==> src/rtl/mbrp_pkg.sv <==
// types, byte codes and constants of the multi-bulk request parser
package mbrp_pkg;

    // protocol bytes
    localparam logic [7:0] CH_STAR   = 8'h2A;
    localparam logic [7:0] CH_DOLLAR = 8'h24;
    localparam logic [7:0] CH_CR     = 8'h0D;
    localparam logic [7:0] CH_LF     = 8'h0A;
    localparam logic [7:0] CH_ZERO   = 8'h30;
    localparam logic [7:0] CH_NINE   = 8'h39;

    // length limits
    localparam int unsigned LEN_W         = 12;
    localparam int unsigned SUM_W         = 13;
    localparam logic [SUM_W-1:0] LEN_SAT  = 13'd4096;
    localparam logic [LEN_W-1:0] MAX_LEN_RESET = 12'd1024;

    typedef enum logic [3:0] {
        PH_MSG_MARK  = 4'd0,
        PH_CNT_DIGIT = 4'd1,
        PH_CNT_CR    = 4'd2,
        PH_CNT_LF    = 4'd3,
        PH_SL_MARK   = 4'd4,
        PH_LEN_FIRST = 4'd5,
        PH_LEN_MORE  = 4'd6,
        PH_LEN_LF    = 4'd7,
        PH_PAYLOAD   = 4'd8,
        PH_TRAIL1    = 4'd9,
        PH_TRAIL2    = 4'd10,
        PH_RESYNC    = 4'd11
    } phase_t;

    typedef enum logic [1:0] {
        K_DATA  = 2'd0,
        K_SLICE = 2'd1,
        K_MSG   = 2'd2,
        K_ERR   = 2'd3
    } kind_t;

    typedef enum logic [1:0] {
        E_MARKER    = 2'd0,
        E_DIGIT     = 2'd1,
        E_LINE      = 2'd2,
        E_TOO_LARGE = 2'd3
    } err_t;

    typedef struct packed {
        phase_t           phase;
        logic [3:0]       slice_count;
        logic [3:0]       slice_number;
        logic [SUM_W-1:0] length_sum;
        logic [LEN_W-1:0] bytes_left;
    } parse_state_t;

    typedef struct packed {
        kind_t            kind;
        logic [7:0]       data_byte;
        logic [3:0]       slice_index;
        logic [LEN_W-1:0] slice_length;
        err_t             error_code;
    } result_t;

endpackage

==> src/rtl/mbrp_step.sv <==
// one parse step: next parser state and the optional result for one byte
module mbrp_step (
    input  mbrp_pkg::parse_state_t st,
    input  logic [7:0]             in_byte,
    input  logic [11:0]            max_len,
    output mbrp_pkg::parse_state_t st_next,
    output logic                   has_res,
    output mbrp_pkg::result_t      res
);
    import mbrp_pkg::*;

    logic             is_digit;
    logic [3:0]       digit;
    logic [15:0]      acc;
    logic [SUM_W-1:0] sum_acc;
    logic [LEN_W-1:0] len_clip;
    logic [3:0]       sn_inc;
    logic             fail;
    err_t             fail_code;

    // digit decode and saturating length accumulation
    always_comb
    begin
        is_digit = (in_byte >= CH_ZERO) && (in_byte <= CH_NINE);
        digit    = in_byte[3:0];
        acc      = {st.length_sum, 3'b000} + {2'b00, st.length_sum, 1'b0} + {12'd0, digit};
        sum_acc  = (acc > {3'd0, LEN_SAT}) ? LEN_SAT : acc[SUM_W-1:0];
        len_clip = st.length_sum[SUM_W-1] ? {LEN_W{1'b1}} : st.length_sum[LEN_W-1:0];
        sn_inc   = st.slice_number + 4'd1;
    end

    // next state and result per phase
    always_comb
    begin
        st_next   = st;
        has_res   = 1'b0;
        fail      = 1'b0;
        fail_code = E_MARKER;
        res.kind         = K_DATA;
        res.data_byte    = 8'd0;
        res.slice_index  = st.slice_number;
        res.slice_length = len_clip;
        res.error_code   = E_MARKER;

        unique case (st.phase)
            PH_MSG_MARK:
            begin
                if (in_byte != CH_STAR)
                begin
                    fail      = 1'b1;
                    fail_code = E_MARKER;
                end
                else
                begin
                    st_next = '{PH_CNT_DIGIT, 4'd0, 4'd0, '0, '0};
                end
            end
            PH_CNT_DIGIT:
            begin
                if (!is_digit)
                begin
                    fail      = 1'b1;
                    fail_code = E_DIGIT;
                end
                else
                begin
                    st_next.slice_count = digit;
                    st_next.phase       = PH_CNT_CR;
                end
            end
            PH_CNT_CR:
            begin
                if (in_byte != CH_CR)
                begin
                    fail      = 1'b1;
                    fail_code = E_LINE;
                end
                else
                begin
                    st_next.phase = PH_CNT_LF;
                end
            end
            PH_CNT_LF:
            begin
                if (in_byte != CH_LF)
                begin
                    fail      = 1'b1;
                    fail_code = E_LINE;
                end
                else
                begin
                    st_next.slice_number = 4'd0;
                    st_next.phase = (st.slice_count == 4'd0) ? PH_MSG_MARK : PH_SL_MARK;
                end
            end
            PH_SL_MARK:
            begin
                if (in_byte != CH_DOLLAR)
                begin
                    fail      = 1'b1;
                    fail_code = E_MARKER;
                end
                else
                begin
                    st_next.length_sum = '0;
                    st_next.phase      = PH_LEN_FIRST;
                end
            end
            PH_LEN_FIRST:
            begin
                if (!is_digit)
                begin
                    fail      = 1'b1;
                    fail_code = E_DIGIT;
                end
                else
                begin
                    st_next.length_sum = sum_acc;
                    st_next.phase      = PH_LEN_MORE;
                end
            end
            PH_LEN_MORE:
            begin
                if (is_digit)
                begin
                    st_next.length_sum = sum_acc;
                end
                else if (in_byte != CH_CR)
                begin
                    fail      = 1'b1;
                    fail_code = E_LINE;
                end
                else
                begin
                    st_next.phase = PH_LEN_LF;
                end
            end
            PH_LEN_LF:
            begin
                if (in_byte != CH_LF)
                begin
                    fail      = 1'b1;
                    fail_code = E_LINE;
                end
                else if (st.length_sum > {1'b0, max_len})
                begin
                    fail      = 1'b1;
                    fail_code = E_TOO_LARGE;
                end
                else
                begin
                    st_next.bytes_left = st.length_sum[LEN_W-1:0];
                    st_next.phase = (st.length_sum == '0) ? PH_TRAIL1 : PH_PAYLOAD;
                end
            end
            PH_PAYLOAD:
            begin
                has_res            = 1'b1;
                res.kind           = K_DATA;
                res.data_byte      = in_byte;
                st_next.bytes_left = st.bytes_left - 12'd1;
                if (st.bytes_left == 12'd1)
                begin
                    st_next.phase = PH_TRAIL1;
                end
            end
            PH_TRAIL1:
            begin
                st_next.phase = PH_TRAIL2;
            end
            PH_TRAIL2:
            begin
                has_res = 1'b1;
                if (sn_inc >= st.slice_count)
                begin
                    res.kind             = K_MSG;
                    st_next.phase        = PH_MSG_MARK;
                    st_next.slice_count  = 4'd0;
                    st_next.slice_number = 4'd0;
                    st_next.length_sum   = '0;
                end
                else
                begin
                    res.kind             = K_SLICE;
                    st_next.slice_number = sn_inc;
                    st_next.length_sum   = '0;
                    st_next.phase        = PH_SL_MARK;
                end
            end
            PH_RESYNC:
            begin
                if (in_byte == CH_STAR)
                begin
                    st_next = '{PH_CNT_DIGIT, 4'd0, 4'd0, '0, '0};
                end
            end
            default:
            begin
                st_next.phase = PH_RESYNC;
            end
        endcase

        // error result, state cleared and waiting for a new message marker
        if (fail)
        begin
            has_res        = 1'b1;
            res.kind       = K_ERR;
            res.data_byte  = 8'd0;
            res.error_code = fail_code;
            st_next        = '{PH_RESYNC, 4'd0, 4'd0, '0, '0};
        end
    end

endmodule

==> src/rtl/multibulk_request_parser.sv <==
// multi-bulk request parser: one byte in per cycle unless stalled, payload and event items out
// a byte is held in the input register and its result item in the output register
// throughput: one byte per cycle unless stalled; resultless bytes still use the input register
// the held byte moves on if it has no result or the output register is empty or being taken
// reset clears the parser to expect a message marker and max_slice_length to 1024
module multibulk_request_parser (
    input  logic        clk,
    input  logic        rst_n,
    // configuration: max_slice_length
    input  logic        cfg_we,
    input  logic [11:0] cfg_wdata,
    // input stream
    input  logic        s_axis_tvalid,
    output logic        s_axis_tready,
    input  logic [7:0]  s_axis_tdata,   // [7:0] in_byte
    // result stream
    output logic        m_axis_tvalid,
    input  logic        m_axis_tready,
    output logic [31:0] m_axis_tdata,   // [7:0] data_byte, [11:8] slice_index,
                                        // [23:12] slice_length, [25:24] error_code
    output logic [1:0]  m_axis_tuser    // [1:0] kind
);
    import mbrp_pkg::*;

    logic         in_vld_reg;
    logic         in_vld_next;
    logic [7:0]   in_byte_reg;
    logic [11:0]  max_len_reg;
    parse_state_t state_reg;
    parse_state_t state_next;
    logic         out_vld_reg;
    logic         out_vld_next;
    result_t      out_res_reg;
    logic         has_res;
    result_t      res;
    logic         adv;
    logic         in_acc;

    // parse step between input and result registers
    mbrp_step u_step (
        .st      (state_reg),
        .in_byte (in_byte_reg),
        .max_len (max_len_reg),
        .st_next (state_next),
        .has_res (has_res),
        .res     (res)
    );

    // handshake: the held byte moves on when it has no result or its result has room
    always_comb
    begin
        adv           = in_vld_reg && (!has_res || !out_vld_reg || m_axis_tready);
        s_axis_tready = !in_vld_reg || adv;
        in_acc        = s_axis_tvalid && s_axis_tready;
        in_vld_next   = in_acc ? 1'b1 : (adv ? 1'b0 : in_vld_reg);
        if (adv && has_res)
        begin
            out_vld_next = 1'b1;
        end
        else if (m_axis_tready)
        begin
            out_vld_next = 1'b0;
        end
        else
        begin
            out_vld_next = out_vld_reg;
        end
    end

    // control registers
    always_ff @(posedge clk or negedge rst_n)
    begin
        if (!rst_n)
        begin
            in_vld_reg  <= 1'b0;
            out_vld_reg <= 1'b0;
            max_len_reg <= MAX_LEN_RESET;
            state_reg   <= '{PH_MSG_MARK, 4'd0, 4'd0, '0, '0};
        end
        else
        begin
            in_vld_reg  <= in_vld_next;
            out_vld_reg <= out_vld_next;
            if (cfg_we)
            begin
                max_len_reg <= cfg_wdata;
            end
            if (adv)
            begin
                state_reg <= state_next;
            end
        end
    end

    // payload registers
    always_ff @(posedge clk)
    begin
        if (in_acc)
        begin
            in_byte_reg <= s_axis_tdata;
        end
        if (adv && has_res)
        begin
            out_res_reg <= res;
        end
    end

    // result channel
    assign m_axis_tvalid = out_vld_reg;
    assign m_axis_tuser  = out_res_reg.kind;
    assign m_axis_tdata  = {6'd0, out_res_reg.error_code, out_res_reg.slice_length,
                            out_res_reg.slice_index, out_res_reg.data_byte};

endmodule

==> config.mk <==
export PLATFORM = sky130hd
export DESIGN_NAME = multibulk_request_parser
export DESIGN_NICKNAME = d
export VERILOG_FILES = /design/src/rtl/mbrp_pkg.sv /design/src/rtl/mbrp_step.sv /design/src/rtl/multibulk_request_parser.sv
export SDC_FILE = /design/constraint.sdc
export NUM_CORES = 1
export LEC_CHECK = 0
export ABC_AREA = 1
export BUFFER_PORTS_ARGS = -buffer_cell sky130_fd_sc_hd__buf_4
export CORE_UTILIZATION = 40
export CTS_BUF_LIST = sky130_fd_sc_hd__clkbuf_4
export DETAILED_ROUTE_END_ITERATION = 6
export SYNTH_ARGS = -nofsm -noshare
export SYNTH_HDL_FRONTEND = slang
export SYNTH_SLANG_ARGS = --single-unit
==> constraint.sdc <==
create_clock -name clk -period 3 [get_ports clk]
set_clock_uncertainty 0.2 [all_clocks]
set_input_delay 0.3 -clock clk [delete_from_list [all_inputs] [get_ports clk]]
set_output_delay 0.3 -clock clk [all_outputs]
set_load 0.02 [all_outputs]
# Yosys cells after proc, flatten, opt, wreduce, memory -nomap -nowiden
# Index checks and enable logic that the tools add are counted.
# totals
reg_bits	87
latch_bits	0
mem_bits_rw	0
romBits	0
memories	0
# classes
addsub	4
multipliers	0
n_div	0
order_cmp	5
n_eq_ne	31
shifts	0
muxes	53
n_bitwise	1
n_reduce_logical	28
# op_table
op	n
37-bit 2-to-1 mux	3
13-bit one-hot mux with 5 select lines	1
12-bit one-hot mux with 4 select lines	1
4-bit one-hot mux with 12 select lines	1
4-bit 2-to-1 mux	11
13-bit 2-to-1 mux	3
4-bit one-hot mux with 4 select lines	2
12-bit 2-to-1 mux	2
3-bit by 2-bit != test with 1-bit output, second input constant	7
3-bit by 1-bit != test with 1-bit output, second input constant	6
6-bit AND reduction	3
17-bit 2-to-1 mux	1
16-bit by 14-bit adder with 16-bit output	1
16-bit by 4-bit adder with 16-bit output	1
4-bit by 3-bit equality test with 1-bit output, second input constant	4
4-bit equality test, second input constant	4
16-bit by 13-bit > comparator with 1-bit output, second input constant	1
1-bit 2-to-1 mux	16
8-bit by 4-bit != test with 1-bit output, second input constant	2
8-bit by 6-bit != test with 1-bit output, second input constant	2
5-bit nonzero test	3
2-bit 2-to-1 mux	7
13-bit by 12-bit > comparator with 1-bit output	1
13-bit zero test	1
24 further kinds	38

# Depth between registers and ports, before layout
# logic_depth
word_depth	12
mapped_depth	19
mapped_depth_nobuf	18

# By module
# Synthesis repeated with hierarchy kept, for this count alone.
# hier_totals
cells_unflattened	954
hier_area_um2	6779.0
# modules_own_cells
module	instances	cells_per_inst	area_each_um2	seq_area_each_um2
mbrp_step	1	689	3617.2	0.0
multibulk_request_parser	1	265	3161.8	2358.5

# Worst setup path after synthesis
# No wires, ideal clock.
# synth_path
path_kind	register to register
from	register in_byte_reg[3]
to	register state_reg[12] (netlist name)
setup_time_ps	63
t_arrival_ps	2809
setup_slack_ps	-72
path_stages_with_launch	18
n_path_buf	1
cell_sequence	edfxtp_1 -> fa_1 -> inv_1 -> fa_1 -> inv_1 -> nand3_1 -> nand2_1 -> nand3_1 -> nand3_1 -> nand2_1 -> nand2_1 -> nand3_1 -> nor2_1 -> clkbuf_1 -> nand4_1 -> nand2_2 -> nand2_1 -> inv_1
# synth_via
elab_chain_cells	10
word_cells_on_any_way	33
cone_classes	add/sub (1); order compare (3); eq/ne (9); mux (13); reduce/logical (7)
# synth_rtl
element	line_no	text
from (decl)	multibulk_request_parser.sv:27	logic [7:0] in_byte_reg;
from (signal assigned)	multibulk_request_parser.sv:100	in_byte_reg <= s_axis_tdata;
parallel branches: the longest is 10 deep, another holds 16-bit by 4-bit adder with 16-bit output	n/a	
to (signal assigned)	multibulk_request_parser.sv:78	state_reg <= '{PH_MSG_MARK, 4'd0, 4'd0, '0, '0};
to (signal assigned)	multibulk_request_parser.sv:90	state_reg <= state_next;
to (decl)	multibulk_request_parser.sv:29	parse_state_t state_reg;
# Several ways; the timed one is not identified. The select of a mux whose other input is x is not followed.
# A chain may end at the register's enable or synchronous reset.

# Final worst setup path
# layout_path
from	register in_byte_reg[3]
to	register state_reg[22] (netlist name)
# The elaborated chain is that of the path after synthesis.

==> results.cfg <==
[sta]
timing.slew.headroom_pct = 54.9
fmaxAchievable_mhz = 340
unrepaired_setup_endpoints_after_global_routing = true
hold_violations = 0
finalCritPeriodShare_pct = 98.1
setup-violations-final = 0
pin_slew_with_the_least_headroom_to_its_limit_ps = 676
tns_ps = 0
min_period_ps = 2940
finalMaxSlewViolations = 0
timing.hold.ws_ps = 61.0

[worst_setup_path]
arrival_ps = 3140
cp_cell_sequence = fa_1 -> inv_1 -> fa_2 -> inv_2 -> nand3_2 -> buf_4 -> nand3_1 -> nand2_1 -> nor2_1 -> nand3_1 -> nor2_1 -> nand3_2 -> nand2_4 -> nand4_1 -> nand2_2 -> nand2_1 -> inv_1
critical_path_source_type = register
worst_path_max_delay_cell = sky130_fd_sc_hd__fa_1
critical_path_peak_fanout = 5
required_ps = 3200
criticalPathCategory = reg -> reg
top_delay_family_on_crit_path = simple AND/OR/NAND/NOR gates
timing.critical_path.slowest_cell_delay_ps = 580
critical_path.n_buffers_inverters = 4
worst_setup_path_end_kind = register
reg2reg_slack_ps = 60

[global_routing]
gr-total-overflow = 0
grt_antenna_before_repair = 0
grt_pass1_vias = 4977
grtUsageTotal_pct = 20.6
grt_first_pass_wirelength_um = 23800
grt_start_max_net_pins = 52

[floorplan]
die-height_um = 122
starting_utilization_of_the_core_area_pct = 41.3
coreArea_um2 = 13900
pin_count = 61
die_w_um = 122
core.rowCount = 43
die_area_um2 = 14900

[route]
num_vias = 5200
drt_wl_total_um = 14600
drt_pass1_iterations = 5
post-route-drc-count = 0
drt-initial-drc-count = 440
drtAntennaViolNets = 0
vias_per_cell = 4.95
routedWlPerCell_um = 13.9

[synth]
adder_cell_share_of_the_synthesized_area_pct = 10.3
synth_simple_gate_area_share_pct = 27.7
netlist.area_leader.share_pct = 21.7
yosysWarnings = 0
yosys.cell_types.count = 45
synth_top_family_by_area = simple AND/OR/NAND/NOR gates
yosys-mux-area-fraction_pct = 0.196
post_synth_instance_area_um2 = 5760
synth_seq_cells = 87
yosysSeqAreaShare_pct = 41.0
synth_commonest_cells = sky130_fd_sc_hd__nand2_1 (194), sky130_fd_sc_hd__inv_1 (113), sky130_fd_sc_hd__nor2_1 (63)
synth-async-reset-ratio_pct = 58.6
synth_most_common_cell = sky130_fd_sc_hd__nand2_1
synth_area_leader_cell = sky130_fd_sc_hd__dfrtp_1
ys_top_cells_by_area = sky130_fd_sc_hd__dfrtp_1 (22%), sky130_fd_sc_hd__edfxtp_1 (19%), sky130_fd_sc_hd__nand2_1 (13%)
dominantRegCellSynth = sky130_fd_sc_hd__dfrtp_1
synth_compound_area_share_pct = 9.95
syn_inst = 736
synth_area_per_cell_um2 = 7.82
synth-xor-area-share_pct = 1.22
synth-edff-count = 36

[layout]
multiInputGateArea_um2 = 3040
layout.cells.non_filler = 1050
largest_reg_flops = 37
layout.core_utilization_pct = 52.9
nFillCells = 1298
synthesis_to_finish_area_growth_pct = 28.1
area.sequential_um2 = 2360
post_route_cells_drive_above_1_share_pct = 18.4
finalNetCount = 935

[place]
gpl.final_weighted_congestion = 0.852
buffer_ports.inserted = 54
half_perimeter_wire_length_of_the_detailed_placement_result_um = 10400
dp.cells = 977

[pwr]
vdd_drop_max_mv = 0.619
power.density_cell_area_nw_per_um2 = 1160
power.static_leakage_uw = 0.00359

[clock_tree]
cts_buffers = 9
cts.reportedPaths.clkPinSlew_ps = 150
numClockSinks = 87
htreeDepth = 3
clock_tree_from_tritoncts = yes
root_buffer = sky130_fd_sc_hd__clkbuf_4
clock_latency_ps = 460
cts-root-to-sink-buffers = 2

[job]
drv_cap = 0

[run_status]
outcome = finished clean

[min_path]
hold_class = in -> reg
[through the flow]
step	cell area (um2)	worst slack, ps	power [uW]
2_1_floorplan	5780	25.5	5690
3_3_place_gp	6480	9.12	7100
3_5_place_dp	6480	-74.5	7190
4_1_cts	7190	3.88	8250
5_1_grt	7370	-136	9360
6_report	7370	56.2	8540
[cell families (layout without fill, tap and decap cells)]
family | after synthesis | after routing
XOR/XNOR | 8 | 8
multiplexers | 1 | 1
adder cells (fa/ha/maj) | 46 | 46
AO/OA/AOI/OAI | 103 | 103
flip-flops | 87 | 87
AND/OR/NAND/NOR | 354 | 355
other | 1 | 7
buffers and inverters | 136 | 263
[worst paths after layout]
kind / start / endpoint / depth (start not counted)
worst max register to register: in_byte_reg[3] / state_reg[22] / 17
worst max-delay path: in_byte_reg[3] / state_reg[22] / 17
max in group asynchronous: rst_n / state_reg[13] / 2
min in group asynchronous: rst_n / max_len_reg[5] / 2
worst min register to register: state_reg[5] / state_reg[5] / 2
worst min-delay path: cfg_we / max_len_reg[0] / 2
[final cells by class]
class	instances	area share [%]
clock buffer	10	1.02
antenna	1	0.0339
sequential	87	32.0
tap	180	3.05
multi-input combinational	519	41.2
inverter	116	5.90
clock inverter	6	1.49
timing repair buffer	131	15.3
[report_power, final]
group | leakage, uW | switching, uW | internal [uW]
sequential | 0.000997 | 328 | 1760
combinational | 0.00250 | 3430 | 2190
clock | 0.0000942 | 404 | 430
[what timing repair did]
item | in CTS | in global routing
resized for setup | 16 | 24
gates cloned | 1 | 1
endpoints found under the hold margin | 72 | 0
hold buffers | 45 | 0
setup endpoints to repair | 13 | 17
buffers inserted | 2 | 7
pin swaps | 5 | 14
[per-layer routing]
| layer | part of all wire, % | track usage, % | vias to the layer above |
|---|---|---|---|
| li1 | - | - | 2655 |
| met1 | 46 | 27.1 | 2428 |
| met2 | 49 | 34.7 | 104 |
| met3 | 3.1 | 2.39 | 13 |
| met4 | 1.6 | 7.48 | 0 |
| met5 | 0 | 0 | - |
[cell usage in the layout (no fill, tap or decap), types with 3 or more instances in the layout]
| cell | Yosys | final |
|---|---|---|
| sky130_fd_sc_hd__ha_4 | 0 | 4 |
| sky130_fd_sc_hd__or2_2 | 3 | 3 |
| sky130_fd_sc_hd__conb_1 | 1 | 6 |
| sky130_fd_sc_hd__nand3_1 | 37 | 29 |
| sky130_fd_sc_hd__nor2_1 | 63 | 61 |
| sky130_fd_sc_hd__nand2_1 | 194 | 189 |
| sky130_fd_sc_hd__ha_1 | 44 | 39 |
| sky130_fd_sc_hd__nor4_1 | 3 | 3 |
| sky130_fd_sc_hd__dfrtp_2 | 0 | 3 |
| sky130_fd_sc_hd__xnor2_1 | 5 | 5 |
| sky130_fd_sc_hd__nand2_2 | 7 | 11 |
| sky130_fd_sc_hd__dfrtp_1 | 50 | 47 |
| sky130_fd_sc_hd__buf_4 | 6 | 82 |
| sky130_fd_sc_hd__clkbuf_4 | 0 | 10 |
| sky130_fd_sc_hd__inv_1 | 113 | 111 |
| sky130_fd_sc_hd__xor2_1 | 3 | 3 |
| sky130_fd_sc_hd__bufinv_16 | 0 | 3 |
| sky130_fd_sc_hd__nand4_1 | 25 | 25 |
| sky130_fd_sc_hd__edfxtp_1 | 36 | 36 |
| sky130_fd_sc_hd__o21ai_1 | 13 | 13 |
| sky130_fd_sc_hd__dlygate4sd3_1 | 0 | 45 |
| sky130_fd_sc_hd__o22ai_1 | 9 | 9 |
| sky130_fd_sc_hd__a21oi_1 | 23 | 22 |
| sky130_fd_sc_hd__o21ai_0 | 41 | 41 |
| sky130_fd_sc_hd__nor3_1 | 5 | 3 |
| sky130_fd_sc_hd__nand2_4 | 3 | 5 |
| sky130_fd_sc_hd__nor3_2 | 2 | 4 |
| sky130_fd_sc_hd__o21bai_1 | 11 | 11 |
| sky130_fd_sc_hd__nand3_2 | 4 | 10 |
| sky130_fd_sc_hd__inv_2 | 3 | 5 |
No activity file was read; power rests on OpenSTA's default activity.
